==> src/sv/ctscan_pkg.sv <==
// Shared types and constants of the C-subset token scanner.
// Holds token kind codes, the result word struct and the keyword table.
// No dependencies.
`default_nettype none
package ctscan_pkg;

  localparam int FIFO_DEPTH = 4;

  localparam logic [4:0] K_NUM     = 5'd0;
  localparam logic [4:0] K_IDENT   = 5'd1;
  localparam logic [4:0] K_KW0     = 5'd2;
  localparam logic [4:0] K_PLUS    = 5'd9;
  localparam logic [4:0] K_MINUS   = 5'd10;
  localparam logic [4:0] K_STAR    = 5'd11;
  localparam logic [4:0] K_SLASH   = 5'd12;
  localparam logic [4:0] K_PERCENT = 5'd13;
  localparam logic [4:0] K_ASSIGN  = 5'd14;
  localparam logic [4:0] K_EQ      = 5'd15;
  localparam logic [4:0] K_NE      = 5'd16;
  localparam logic [4:0] K_LT      = 5'd17;
  localparam logic [4:0] K_GT      = 5'd18;
  localparam logic [4:0] K_LE      = 5'd19;
  localparam logic [4:0] K_GE      = 5'd20;
  localparam logic [4:0] K_AND     = 5'd21;
  localparam logic [4:0] K_OR      = 5'd22;
  localparam logic [4:0] K_NOT     = 5'd23;
  localparam logic [4:0] K_LPAREN  = 5'd24;
  localparam logic [4:0] K_RPAREN  = 5'd25;
  localparam logic [4:0] K_LBRACE  = 5'd26;
  localparam logic [4:0] K_RBRACE  = 5'd27;
  localparam logic [4:0] K_SEMI    = 5'd28;
  localparam logic [4:0] K_COMMA   = 5'd29;
  localparam logic [4:0] K_EOF     = 5'd30;
  localparam logic [4:0] K_ERR     = 5'd31;

  localparam int NUM_KW = 7;

  // Keywords packed big-endian, first character in the highest used byte.
  localparam logic [63:0] KW_TEXT [NUM_KW] = '{
    64'h0000_0000_0069_6E74,  // int
    64'h0000_0000_766F_6964,  // void
    64'h0000_0000_0000_6966,  // if
    64'h0000_0000_656C_7365,  // else
    64'h0000_0077_6869_6C65,  // while
    64'h0000_0000_0066_6F72,  // for
    64'h0000_7265_7475_726E   // return
  };
  localparam int KW_LEN [NUM_KW] = '{3, 4, 2, 4, 5, 3, 6};

  typedef struct packed {
    logic [4:0]  kind;
    logic [16:0] start;
    logic [16:0] len;
    logic [16:0] line;
    logic [16:0] col;
    logic [62:0] value;
    logic        ovf;
    logic        last;
  } tok_t;

  typedef struct packed {
    tok_t       tok0;
    tok_t       tok1;
    logic [1:0] count;
  } scan_res_t;

endpackage
`default_nettype wire

==> src/sv/ctscan_if.sv <==
// Channel interfaces of the token scanner: source bytes in, tokens out.
// Depends on nothing; each carries valid, ready and the word's fields.
`default_nettype none
interface ctscan_in_if;
  logic       valid;
  logic       ready;
  logic [7:0] text_byte;
  logic       end_of_source;
  modport source (output valid, text_byte, end_of_source, input ready);
  modport sink (input valid, text_byte, end_of_source, output ready);
endinterface

interface ctscan_out_if;
  logic        valid;
  logic        ready;
  logic [4:0]  token_kind;
  logic [16:0] token_offset;
  logic [16:0] token_length;
  logic [16:0] token_line;
  logic [16:0] token_column;
  logic [62:0] literal_value;
  logic        value_overflow;
  logic        last_of_run;
  modport source (output valid, token_kind, token_offset, token_length, token_line,
                  token_column, literal_value, value_overflow, last_of_run, input ready);
  modport sink (input valid, token_kind, token_offset, token_length, token_line,
                token_column, literal_value, value_overflow, last_of_run, output ready);
endinterface
`default_nettype wire

==> src/sv/ctscan_core.sv <==
// Scanner state and per-byte next-state logic of the token scanner.
// Depends on ctscan_pkg; yields up to two tokens for each accepted word.
`default_nettype none
module ctscan_core
  import ctscan_pkg::*;
#(
  parameter int MAX_SOURCE_BYTES = 65536,
  parameter int KEYWORD_MAX_LEN  = 6
) (
  input  wire logic       clk,
  input  wire logic       rst_n,
  input  wire logic       accept,
  input  wire logic [7:0] text_byte,
  input  wire logic       end_of_source,
  output scan_res_t       res
);

  localparam int PW = $clog2(MAX_SOURCE_BYTES + 2);
  localparam int KB = 8 * KEYWORD_MAX_LEN;

  typedef enum logic [2:0] {
    M_IDLE, M_SLASH, M_LINE, M_BLOCK, M_OP, M_NUM, M_IDENT
  } mode_t;

  localparam logic [7:0] CH_SP = 8'h20, CH_TAB = 8'h09, CH_NL = 8'h0A, CH_CR = 8'h0D;
  localparam logic [7:0] CH_SLASH = 8'h2F, CH_STAR = 8'h2A, CH_EQ = 8'h3D, CH_BANG = 8'h21;
  localparam logic [7:0] CH_LT = 8'h3C, CH_GT = 8'h3E, CH_AMP = 8'h26, CH_BAR = 8'h7C;
  localparam logic [7:0] CH_LPAR = 8'h28, CH_RPAR = 8'h29, CH_LBR = 8'h7B, CH_RBR = 8'h7D;
  localparam logic [7:0] CH_SEMI = 8'h3B, CH_COMMA = 8'h2C, CH_PLUS = 8'h2B;
  localparam logic [7:0] CH_MINUS = 8'h2D, CH_PCT = 8'h25;

  mode_t          mode_r, mode_nxt;
  logic [7:0]     pend_r, pend_nxt;
  logic [PW-1:0]  tstart_r, tstart_nxt, sline_r, sline_nxt, scol_r, scol_nxt;
  logic [PW-1:0]  run_r, run_nxt, pos_r, pos_nxt, line_r, line_nxt, col_r, col_nxt;
  logic [62:0]    acc_r, acc_nxt;
  logic           ovf_r, ovf_nxt, star_r, star_nxt;
  logic [KB-1:0]  kbuf_r, kbuf_nxt;

  function automatic logic [16:0] pos17(input logic [PW-1:0] p);
    logic [31:0] w;
    w = 32'(p);
    return w[16:0];
  endfunction

  function automatic logic [4:0] single_op(input logic [7:0] ch);
    case (ch)
      CH_EQ:   return K_ASSIGN;
      CH_BANG: return K_NOT;
      CH_LT:   return K_LT;
      CH_GT:   return K_GT;
      default: return K_ERR;
    endcase
  endfunction

  always_comb begin
    logic [7:0]  c;
    logic        is_dig, is_alpha, fv, bv, emit_f, emit_b, step, do_begin, pair;
    logic [66:0] sum;
    logic [4:0]  ident_k, pair_k;
    tok_t        f, b, eof;

    c        = text_byte;
    is_dig   = (c >= 8'h30) && (c <= 8'h39);
    is_alpha = ((c >= 8'h61) && (c <= 8'h7A)) || ((c >= 8'h41) && (c <= 8'h5A))
               || (c == 8'h5F);

    mode_nxt = mode_r;  pend_nxt = pend_r;  tstart_nxt = tstart_r;
    sline_nxt = sline_r; scol_nxt = scol_r; run_nxt = run_r;
    pos_nxt = pos_r;    line_nxt = line_r;  col_nxt = col_r;
    acc_nxt = acc_r;    ovf_nxt = ovf_r;    star_nxt = star_r;
    kbuf_nxt = kbuf_r;
    emit_f = 1'b0; emit_b = 1'b0; step = 1'b0; do_begin = 1'b0;

    ident_k = K_IDENT;
    for (int k = NUM_KW - 1; k >= 0; k--) begin
      if ((run_r == PW'(KW_LEN[k])) && (KW_LEN[k] <= KEYWORD_MAX_LEN)
          && (64'(kbuf_r) == KW_TEXT[k])) begin
        ident_k = K_KW0 + 5'(k);
      end
    end

    f       = '0;
    f.start = pos17(tstart_r);
    f.line  = pos17(sline_r);
    f.col   = pos17(scol_r);
    f.len   = 17'd1;
    fv      = 1'b1;
    case (mode_r)
      M_SLASH: f.kind = K_SLASH;
      M_OP:    f.kind = single_op(pend_r);
      M_NUM: begin
        f.kind  = K_NUM;
        f.len   = pos17(run_r);
        f.value = acc_r;
        f.ovf   = ovf_r;
      end
      M_IDENT: begin
        f.kind = ident_k;
        f.len  = pos17(run_r);
      end
      default: fv = 1'b0;
    endcase

    b       = '0;
    b.start = pos17(pos_r);
    b.line  = pos17(line_r);
    b.col   = pos17(col_r);
    b.len   = 17'd1;
    bv      = 1'b1;
    case (c)
      CH_LPAR:  b.kind = K_LPAREN;
      CH_RPAR:  b.kind = K_RPAREN;
      CH_LBR:   b.kind = K_LBRACE;
      CH_RBR:   b.kind = K_RBRACE;
      CH_SEMI:  b.kind = K_SEMI;
      CH_COMMA: b.kind = K_COMMA;
      CH_PLUS:  b.kind = K_PLUS;
      CH_MINUS: b.kind = K_MINUS;
      CH_STAR:  b.kind = K_STAR;
      CH_PCT:   b.kind = K_PERCENT;
      CH_SP, CH_TAB, CH_NL, CH_CR, CH_SLASH, CH_EQ, CH_BANG, CH_LT, CH_GT,
      CH_AMP, CH_BAR: bv = 1'b0;
      default: begin
        b.kind = K_ERR;
        bv     = !(is_dig || is_alpha);
      end
    endcase

    eof       = '0;
    eof.kind  = K_EOF;
    eof.start = pos17(pos_r);
    eof.line  = pos17(line_r);
    eof.col   = pos17(col_r);
    eof.len   = 17'd0;
    eof.last  = 1'b1;

    sum    = (67'(acc_r) << 3) + (67'(acc_r) << 1) + 67'(c[3:0]);
    pair   = 1'b0;
    pair_k = K_ERR;
    if (c == CH_EQ) begin
      pair = 1'b1;
      case (pend_r)
        CH_EQ:   pair_k = K_EQ;
        CH_BANG: pair_k = K_NE;
        CH_LT:   pair_k = K_LE;
        CH_GT:   pair_k = K_GE;
        default: pair = 1'b0;
      endcase
    end else if ((c == CH_AMP) && (pend_r == CH_AMP)) begin
      pair = 1'b1; pair_k = K_AND;
    end else if ((c == CH_BAR) && (pend_r == CH_BAR)) begin
      pair = 1'b1; pair_k = K_OR;
    end

    if (end_of_source) begin
      mode_nxt = M_IDLE;  pend_nxt = '0;  tstart_nxt = '0;
      sline_nxt = PW'(1); scol_nxt = '0;  run_nxt = '0;
      acc_nxt = '0;       ovf_nxt = 1'b0; kbuf_nxt = '0;
      pos_nxt = '0;       line_nxt = PW'(1); col_nxt = '0;
      star_nxt = 1'b0;
    end else if (pos_r < PW'(MAX_SOURCE_BYTES)) begin
      unique case (mode_r)
        M_SLASH: begin
          if (c == CH_SLASH) begin
            mode_nxt = M_LINE; step = 1'b1;
          end else if (c == CH_STAR) begin
            mode_nxt = M_BLOCK; star_nxt = 1'b0; step = 1'b1;
          end else begin
            emit_f = 1'b1; do_begin = 1'b1;
          end
        end
        M_LINE: begin
          if (c == CH_NL) do_begin = 1'b1;
          else step = 1'b1;
        end
        M_BLOCK: begin
          if (star_r && (c == CH_SLASH)) begin
            mode_nxt = M_IDLE; star_nxt = 1'b0;
          end else begin
            star_nxt = (c == CH_STAR);
          end
          step = 1'b1;
        end
        M_OP: begin
          emit_f = 1'b1;
          if (pair) begin
            f.kind = pair_k; f.len = 17'd2; mode_nxt = M_IDLE; step = 1'b1;
          end else begin
            do_begin = 1'b1;
          end
        end
        M_NUM: begin
          if (is_dig) begin
            if (ovf_r || (sum[66:63] != 4'd0)) begin
              acc_nxt = '1; ovf_nxt = 1'b1;
            end else begin
              acc_nxt = sum[62:0];
            end
            run_nxt = run_r + PW'(1); step = 1'b1;
          end else begin
            emit_f = 1'b1; do_begin = 1'b1;
          end
        end
        M_IDENT: begin
          if (is_alpha || is_dig) begin
            if (run_r < PW'(KEYWORD_MAX_LEN)) kbuf_nxt = {kbuf_r[KB-9:0], c};
            run_nxt = run_r + PW'(1); step = 1'b1;
          end else begin
            emit_f = 1'b1; do_begin = 1'b1;
          end
        end
        default: do_begin = 1'b1;
      endcase
    end

    if (do_begin) begin
      tstart_nxt = pos_r; sline_nxt = line_r; scol_nxt = col_r;
      mode_nxt = M_IDLE;  emit_b = bv;        step = 1'b1;
      if (c == CH_SLASH) begin
        mode_nxt = M_SLASH;
      end else if ((c == CH_EQ) || (c == CH_BANG) || (c == CH_LT) || (c == CH_GT)
                   || (c == CH_AMP) || (c == CH_BAR)) begin
        mode_nxt = M_OP; pend_nxt = c;
      end else if (is_dig) begin
        mode_nxt = M_NUM; acc_nxt = 63'(c[3:0]); ovf_nxt = 1'b0; run_nxt = PW'(1);
      end else if (is_alpha) begin
        mode_nxt = M_IDENT; kbuf_nxt = KB'(c); run_nxt = PW'(1);
      end
    end

    if (step) begin
      pos_nxt = pos_r + PW'(1);
      if (c == CH_NL) begin
        line_nxt = line_r + PW'(1); col_nxt = '0;
      end else begin
        col_nxt = col_r + PW'(1);
      end
    end

    if (end_of_source) begin
      res.tok0  = fv ? f : eof;
      res.tok1  = eof;
      res.count = fv ? 2'd2 : 2'd1;
    end else begin
      res.tok0  = emit_f ? f : b;
      res.tok1  = b;
      res.count = 2'(emit_f) + 2'(emit_b);
      res.tok0.last = (res.count == 2'd1);
      res.tok1.last = 1'b1;
    end
  end

  always_ff @(posedge clk) begin
    if (!rst_n) begin
      mode_r <= M_IDLE;  pend_r <= '0;  tstart_r <= '0;
      sline_r <= PW'(1); scol_r <= '0;  run_r <= '0;
      acc_r <= '0;       ovf_r <= 1'b0; kbuf_r <= '0;
      pos_r <= '0;       line_r <= PW'(1); col_r <= '0;
      star_r <= 1'b0;
    end else if (accept) begin
      mode_r <= mode_nxt;   pend_r <= pend_nxt;   tstart_r <= tstart_nxt;
      sline_r <= sline_nxt; scol_r <= scol_nxt;   run_r <= run_nxt;
      acc_r <= acc_nxt;     ovf_r <= ovf_nxt;     kbuf_r <= kbuf_nxt;
      pos_r <= pos_nxt;     line_r <= line_nxt;   col_r <= col_nxt;
      star_r <= star_nxt;
    end
  end

endmodule
`default_nettype wire

==> src/sv/c_subset_token_scanner_top.sv <==
// Top level of the C-subset token scanner: scanner core plus result queue.
// Depends on ctscan_pkg, ctscan_if and ctscan_core.
//
// Usage: source text enters on in_ch one byte per word; a word with
// end_of_source set closes the source, flushes any pending token and
// yields EOF, after which the block starts over at offset 0, line 1.
// Tokens leave on out_ch one per word; last_of_run marks the final token
// caused by an input word.
// Throughput: one input word per cycle while input ready is high. A word
// causes zero, one or two tokens, which enter a four-entry result queue in
// the cycle of acceptance; with an empty queue the first token is visible in
// the cycle after the word is accepted. The queue read port, one token per
// cycle while the receiver is ready, sets the sustained output rate.
// Input ready is high while the queue holds at most two tokens, so a word
// that yields two tokens always finds room. A stalled receiver stops
// intake once three or more tokens wait; words that yield no token are
// still taken until then.
// Synchronous reset returns the scanner to line 1, column 0 and empties
// the queue.
`default_nettype none
module c_subset_token_scanner_top
  import ctscan_pkg::*;
#(
  parameter int MAX_SOURCE_BYTES = 65536,
  parameter int KEYWORD_MAX_LEN  = 6
) (
  input  wire logic     clk,
  input  wire logic     rst_n,
  ctscan_in_if.sink     in_ch,
  ctscan_out_if.source  out_ch
);

  localparam int AW = $clog2(FIFO_DEPTH);

  scan_res_t   res;
  tok_t        mem [FIFO_DEPTH];
  logic [AW-1:0] wptr_r, rptr_r;
  logic [AW:0]   cnt_r;
  logic          accept, pop;
  tok_t          head;

  assign in_ch.ready = (cnt_r <= (AW+1)'(FIFO_DEPTH - 2));
  assign accept      = in_ch.valid && in_ch.ready;
  assign pop         = out_ch.valid && out_ch.ready;

  ctscan_core #(
    .MAX_SOURCE_BYTES(MAX_SOURCE_BYTES),
    .KEYWORD_MAX_LEN (KEYWORD_MAX_LEN)
  ) u_core (
    .clk          (clk),
    .rst_n        (rst_n),
    .accept       (accept),
    .text_byte    (in_ch.text_byte),
    .end_of_source(in_ch.end_of_source),
    .res          (res)
  );

  always_ff @(posedge clk) begin
    if (accept && (res.count != 2'd0)) mem[wptr_r] <= res.tok0;
    if (accept && (res.count == 2'd2)) mem[wptr_r + AW'(1)] <= res.tok1;
  end

  always_ff @(posedge clk) begin
    if (!rst_n) begin
      wptr_r <= '0;
      rptr_r <= '0;
      cnt_r  <= '0;
    end else begin
      if (accept) wptr_r <= wptr_r + AW'(res.count);
      if (pop) rptr_r <= rptr_r + AW'(1);
      cnt_r <= cnt_r + (accept ? (AW+1)'(res.count) : '0) - (AW+1)'(pop);
    end
  end

  assign head                  = mem[rptr_r];
  assign out_ch.valid          = (cnt_r != '0);
  assign out_ch.token_kind     = head.kind;
  assign out_ch.token_offset   = head.start;
  assign out_ch.token_length   = head.len;
  assign out_ch.token_line     = head.line;
  assign out_ch.token_column   = head.col;
  assign out_ch.literal_value  = head.value;
  assign out_ch.value_overflow = head.ovf;
  assign out_ch.last_of_run    = head.last;

  a_cnt_bound: assert property (@(posedge clk) disable iff (!rst_n)
    cnt_r <= (AW+1)'(FIFO_DEPTH)) else $error("result queue overfilled");

  a_eof_queued: assert property (@(posedge clk) disable iff (!rst_n)
    (accept && in_ch.end_of_source) |=> (cnt_r != '0))
    else $error("end word left no token queued");

  a_ptr_gap: assert property (@(posedge clk) disable iff (!rst_n)
    (wptr_r - rptr_r) == cnt_r[AW-1:0]) else $error("queue pointers and count disagree");

endmodule
`default_nettype wire

==> src/flat_wrapper.sv <==
// flat-port wrapper written by rule: the top's interface ports become plain ports
module c_subset_token_scanner_top_flat import ctscan_pkg::*;
#(
  parameter int MAX_SOURCE_BYTES = 65536,
  parameter int KEYWORD_MAX_LEN  = 6
)
  (clk, rst_n, in_ch_valid, in_ch_text_byte, in_ch_end_of_source, in_ch_ready, out_ch_valid, out_ch_token_kind, out_ch_token_offset, out_ch_token_length, out_ch_token_line, out_ch_token_column, out_ch_literal_value, out_ch_value_overflow, out_ch_last_of_run, out_ch_ready);
  ctscan_in_if in_ch_i ();
  ctscan_out_if out_ch_i ();
  input  wire logic clk;
  input  wire logic rst_n;
  input wire logic [$bits(in_ch_i.valid)-1:0] in_ch_valid;
  input wire logic [$bits(in_ch_i.text_byte)-1:0] in_ch_text_byte;
  input wire logic [$bits(in_ch_i.end_of_source)-1:0] in_ch_end_of_source;
  output wire logic [$bits(in_ch_i.ready)-1:0] in_ch_ready;
  output wire logic [$bits(out_ch_i.valid)-1:0] out_ch_valid;
  output wire logic [$bits(out_ch_i.token_kind)-1:0] out_ch_token_kind;
  output wire logic [$bits(out_ch_i.token_offset)-1:0] out_ch_token_offset;
  output wire logic [$bits(out_ch_i.token_length)-1:0] out_ch_token_length;
  output wire logic [$bits(out_ch_i.token_line)-1:0] out_ch_token_line;
  output wire logic [$bits(out_ch_i.token_column)-1:0] out_ch_token_column;
  output wire logic [$bits(out_ch_i.literal_value)-1:0] out_ch_literal_value;
  output wire logic [$bits(out_ch_i.value_overflow)-1:0] out_ch_value_overflow;
  output wire logic [$bits(out_ch_i.last_of_run)-1:0] out_ch_last_of_run;
  input wire logic [$bits(out_ch_i.ready)-1:0] out_ch_ready;
  assign in_ch_i.valid = in_ch_valid;
  assign in_ch_i.text_byte = in_ch_text_byte;
  assign in_ch_i.end_of_source = in_ch_end_of_source;
  assign in_ch_ready = in_ch_i.ready;
  assign out_ch_valid = out_ch_i.valid;
  assign out_ch_token_kind = out_ch_i.token_kind;
  assign out_ch_token_offset = out_ch_i.token_offset;
  assign out_ch_token_length = out_ch_i.token_length;
  assign out_ch_token_line = out_ch_i.token_line;
  assign out_ch_token_column = out_ch_i.token_column;
  assign out_ch_literal_value = out_ch_i.literal_value;
  assign out_ch_value_overflow = out_ch_i.value_overflow;
  assign out_ch_last_of_run = out_ch_i.last_of_run;
  assign out_ch_i.ready = out_ch_ready;
  c_subset_token_scanner_top #(.MAX_SOURCE_BYTES(MAX_SOURCE_BYTES), .KEYWORD_MAX_LEN(KEYWORD_MAX_LEN)) u_core (.clk(clk), .rst_n(rst_n), .in_ch(in_ch_i), .out_ch(out_ch_i));
endmodule
==> config.mk <==
export PLATFORM = sky130hd
export DESIGN_NAME = c_subset_token_scanner_top_flat
export DESIGN_NICKNAME = d
export VERILOG_FILES = /design/src/sv/ctscan_pkg.sv /design/src/sv/ctscan_if.sv /design/src/sv/ctscan_core.sv /design/src/sv/c_subset_token_scanner_top.sv /design/src/flat_wrapper.sv
export SDC_FILE = /design/constraint.sdc
export NUM_CORES = 2
export LEC_CHECK = 0
export ABC_AREA = 1
export BUFFER_PORTS_ARGS = -buffer_cell sky130_fd_sc_hd__buf_4
export CAP_MARGIN = 15
export CORE_AREA = 2 2 257 361
export CTS_CLUSTER_SIZE = 16
export DETAILED_ROUTE_END_ITERATION = 10
export DIE_AREA = 0 0 259 363
export PLACE_DENSITY = 0.71
export REMOVE_ABC_BUFFERS = 1
export SETUP_SLACK_MARGIN = 0.1
export SYNTH_ARGS = -nofsm -noshare
export SYNTH_HDL_FRONTEND = slang
export SYNTH_HIERARCHICAL = 1
export SYNTH_SLANG_ARGS = --single-unit
export TNS_END_PERCENT = 100
==> constraint.sdc <==
create_clock -name clk -period 18.3 [get_ports clk]
set_input_delay 0.915 -clock clk [delete_from_list [all_inputs] [get_ports clk]]
set_output_delay 0.915 -clock clk [all_outputs]
set_load 0.005 [all_outputs]
==> impl_metrics.env <==
export IMPL_status="complete, no violations"
export IMPL_root_buffer="clkbuf_16"
export IMPL_slew_violations=0
export IMPL_yosys_area_top_type="edfxtp_1"
export IMPL_max_cap_violations=0
export IMPL_vias=46930
export IMPL_internal_power_mw=3.787
export IMPL_p_switching_mw=2.032
export IMPL_place_hpwl_mm=97.78
export IMPL_cp_slowest_cell="buf_4"
export IMPL_grt_pass1_vias=44040
export IMPL_finalWirelength_mm=159.4
export IMPL_whs_ps=454.8
export IMPL_min_to="u_core/u_core/tstart_r[16]"
export IMPL_hp_start="u_core/u_core/tstart_r[16]"
export IMPL_netlist_instances=6764
export IMPL_clock_skew_ps=31.65
export IMPL_cts_tree="done"
export IMPL_wl_per_cell_um=20.17
export IMPL_seqPwrFrac_pct=39.3
export IMPL_final_setup_viol_count=0
export IMPL_async_flop_share_pct=0
export IMPL_routed_via_density=5.937
export IMPL_synth_ff_type="edfxtp_1"
export IMPL_hold_viol_final=0
export IMPL_drc=0
export IMPL_portBuffers=152
export IMPL_crit_type="flip-flop to flip-flop"
export IMPL_rsz0062_at_grt="no"
export IMPL_timing_final_crit_share_pct=41.44
export IMPL_fin_cells=7904
export IMPL_area_growth_pct=7.991
export IMPL_hold_buffers=0
export IMPL_die_y_um=363
export IMPL_grt_max_degree=232
export IMPL_cts_setup_buffers=0
export IMPL_synthesis_area_mm2=0.04956
export IMPL_end_kind="flip-flop"
export IMPL_drt_iter0_markers=4771
export IMPL_rr_worst_depth=18
export IMPL_synth_area_leaders="edfxtp_1 (33%), nand2_1 (16%), dfxtp_1 (10%)"
export IMPL_grt_antenna_before_repair=4
export IMPL_r2r_end="u_core/mem[0][79]"
export IMPL_antenna_left=0
export IMPL_cts_buffers=81
export IMPL_hold_class="flip-flop to flip-flop"
export IMPL_synth_top_area_share_pct=33.45
export IMPL_leakage_nw=22.95
export IMPL_die_area_mm2=0.09402
export IMPL_fp_dieW_um=259
export IMPL_final_common_cell="nand2_1"
export IMPL_tns_ps=0
export IMPL_cp_arrival_ps=7860
export IMPL_cts_sinks=804
export IMPL_r2r_start="u_core/u_core/pos_r[16]"
export IMPL_worstMarginPinSlew_ps=1293
export IMPL_cts_resized=0
export IMPL_ys_warnings_count=6
export IMPL_grt_overflow_total=0
export IMPL_period_minus_slack_ps=7584
export IMPL_clock_path_buffers=3
export IMPL_critPathBufInv=8
export IMPL_r2r_setup_slack_ps=10720
export IMPL_final_cell_mix="nand2_1 (2113), nand3_1 (752), edfxtp_1 (552), nor2_1 (538), inv_1 (470)"
export IMPL_syn_avg_cell_area_um2=7.327
export IMPL_crit_path_max_fanout=231
export IMPL_seq_area_frac_synth_pct=43.63
export IMPL_switching_share_pct=34.93
export IMPL_vdd_ir_drop_worst_mv=0.09982
export IMPL_path_cells="buf_4 -> nor2_1 -> clkinv_1 -> buf_4 -> nor3_4 -> inv_1 -> nor3_1 -> ha_1 -> nor2_1 -> nor2_1 -> inv_1 -> nand2_1 -> nor2_4 -> buf_12 -> nand2_4 -> nand2_4 -> buf_4 -> buf_4"
export IMPL_fmax_ghz=0.1319
export IMPL_placementRows=131
export IMPL_synthDistinctLibCells=66
export IMPL_final_core_util_pct=59.05
export IMPL_place_inst=7750
export IMPL_cpPeakStageDelay_ps=920
export IMPL_clk_pin_slew_ps=60
export IMPL_grt_pass1_wl_mm=244.9
export IMPL_fp_coreArea_mm2=0.09064
export IMPL_gr_usage_all_layers_pct=33.02
export IMPL_first_pass_iters=6
export IMPL_synthSimpleGateAreaFrac_pct=30.84
export IMPL_slew_headroom_pct=13.82
export IMPL_clk_latency_ps=660
export IMPL_synthXorXnorAreaFrac_pct=1.043
export IMPL_htree_levels=3
export IMPL_synth_top_family_by_area="simple AND/OR/NAND/NOR gates"
export IMPL_synth_compound_area_share_pct=11.92
export IMPL_synthAdderAreaFrac_pct=3.580
export IMPL_start_kind="flip-flop"
export IMPL_place_gp_congestion=1.006
export IMPL_required_ps=18570
export IMPL_synth_ff_latch_count=804
export IMPL_p_total_mw=5.819
export IMPL_crit_top_cell="buf_4"
export IMPL_nets=6790
export IMPL_power_frac_clock_pct=31.9
export IMPL_drive_gt1_share_pct=6.323
export IMPL_initial_utilization_pct=54.68
export IMPL_synth_edf_count=552
export IMPL_critPathTopFamily="buffers and inverters"
export IMPL_holdPathStages=2
export IMPL_p_per_area_mw_per_mm2=108.7
export IMPL_combPwrFrac_pct=28.7
export IMPL_synthMuxAreaShare_pct=0.02020
export IMPL_pin_count=153
## power by group through the flow
| stage | clock network [mW] | logic [mW] | registers [mW] |
|---|---|---|---|
| 3_5_place_dp | 0 | 1.64 | 2.33 |
| 4_1_cts | 1.87 | 1.65 | 2.29 |
| 3_3_place_gp | 0 | 1.62 | 2.32 |
| 2_1_floorplan | 0 | 0.873 | 2.35 |
| 6_report | 1.86 | 1.67 | 2.29 |
| 5_1_grt | 1.94 | 1.81 | 2.31 |
## worst max-delay path by stage
stage / start / cells past startpoint / to
after global routing: in_ch_text_byte[3] / 22 / u_core/mem[0][116]
after floorplan: in_ch_end_of_source / 13 / u_core/mem[0][0]
after CTS: u_core/u_core/pos_r[16] / 18 / u_core/mem[0][65]
final: u_core/u_core/pos_r[16] / 18 / u_core/mem[0][79]
after global placement: in_ch_text_byte[6] / 21 / u_core/mem[0][84]
after detailed placement: in_ch_text_byte[6] / 21 / u_core/mem[0][84]
## cells in the mapped netlist, types with 3 or more instances
cell type,number
nor4_1,30
ha_1,137
and2_1,3
nand2_1,2121
nand3_2,6
nand3_1,753
nor3_1,146
buf_6,10
buf_1,8
buf_2,160
nor2_2,11
a31oi_1,20
buf_4,107
nand2_2,7
o31ai_1,5
a21oi_1,375
clkbuf_1,214
nand4_1,42
fa_1,3
o21ai_0,424
nor2_1,542
o21ai_1,15
edfxtp_1,552
inv_2,26
o21bai_1,15
o2111ai_1,12
dfxtp_1,252
a221oi_1,3
a211oi_1,3
and3_1,4
xnor2_1,24
o22ai_1,145
xor2_1,35
o211ai_1,42
inv_1,474
## flip-flops by register name, summed over array words and instances (netlist names), named ones only
register	cells
u_core/u_core/tstart_r	17
u_core/u_core/mode_r	3
u_core/u_core/col_r	17
u_core/u_core/run_r	17
u_core/u_core/pos_r	17
u_core/cnt_r	3
u_core/u_core/star_r	1
u_core/u_core/kbuf_r	48
u_core/mem	552
u_core/u_core/sline_r	17
u_core/u_core/pend_r	8
u_core/rptr_r	2
u_core/u_core/acc_r	63
u_core/wptr_r	2
u_core/u_core/scol_r	17
u_core/u_core/ovf_r	1
u_core/u_core/line_r	17
## logic make-up (layout without fill, tap and decap cells)
logic type | count (synthesis) | after routing
AO/OA/AOI/OAI | 1078 | 1078
other | 2 | 82
XOR/XNOR | 59 | 59
adder cells (fa/ha/maj) | 140 | 140
buffers and inverters | 1002 | 865
multiplexers | 1 | 1
flip-flops | 804 | 804
AND/OR/NAND/NOR | 3678 | 3678
## metal layers
| metal | up-vias | global-route usage [%] | share of wire [%] |
|---|---|---|---|
| met5 | - | 0 | 0.026 |
| met4 | 6 | 15.72 | 4.4 |
| met3 | 446 | 4.329 | 8.1 |
| met2 | 2212 | 57.68 | 50 |
| met1 | 22000 | 40.19 | 38 |
| li1 | 22270 | - | - |
## tightest hold or removal path, cell delays in order, from the launching register on
cell,delay [ps]
dfxtp_1,300
inv_1,60
nor3_1,50
## final cells by class
class / count / area, um2
multi-input combinational: 5037 / 23890
fill: 8304 / 37120
sequential: 804 / 21630
timing repair buffer: 210 / 1634
clock buffer: 109 / 2298
tap: 1197 / 1498
clock inverter: 43 / 658.1
antenna: 1 / 2.502
inverter: 503 / 1911
## through the flow
stage / setup WS [ps] / cell area [um2]
final: 10720 / 53520
after global routing: 10370 / 53520
after CTS: 10880 / 53490
after detailed placement: 10280 / 50530
after global placement: 10350 / 50530
after floorplan: -895.2 / 47310
(Power assumes the default switching activity.)
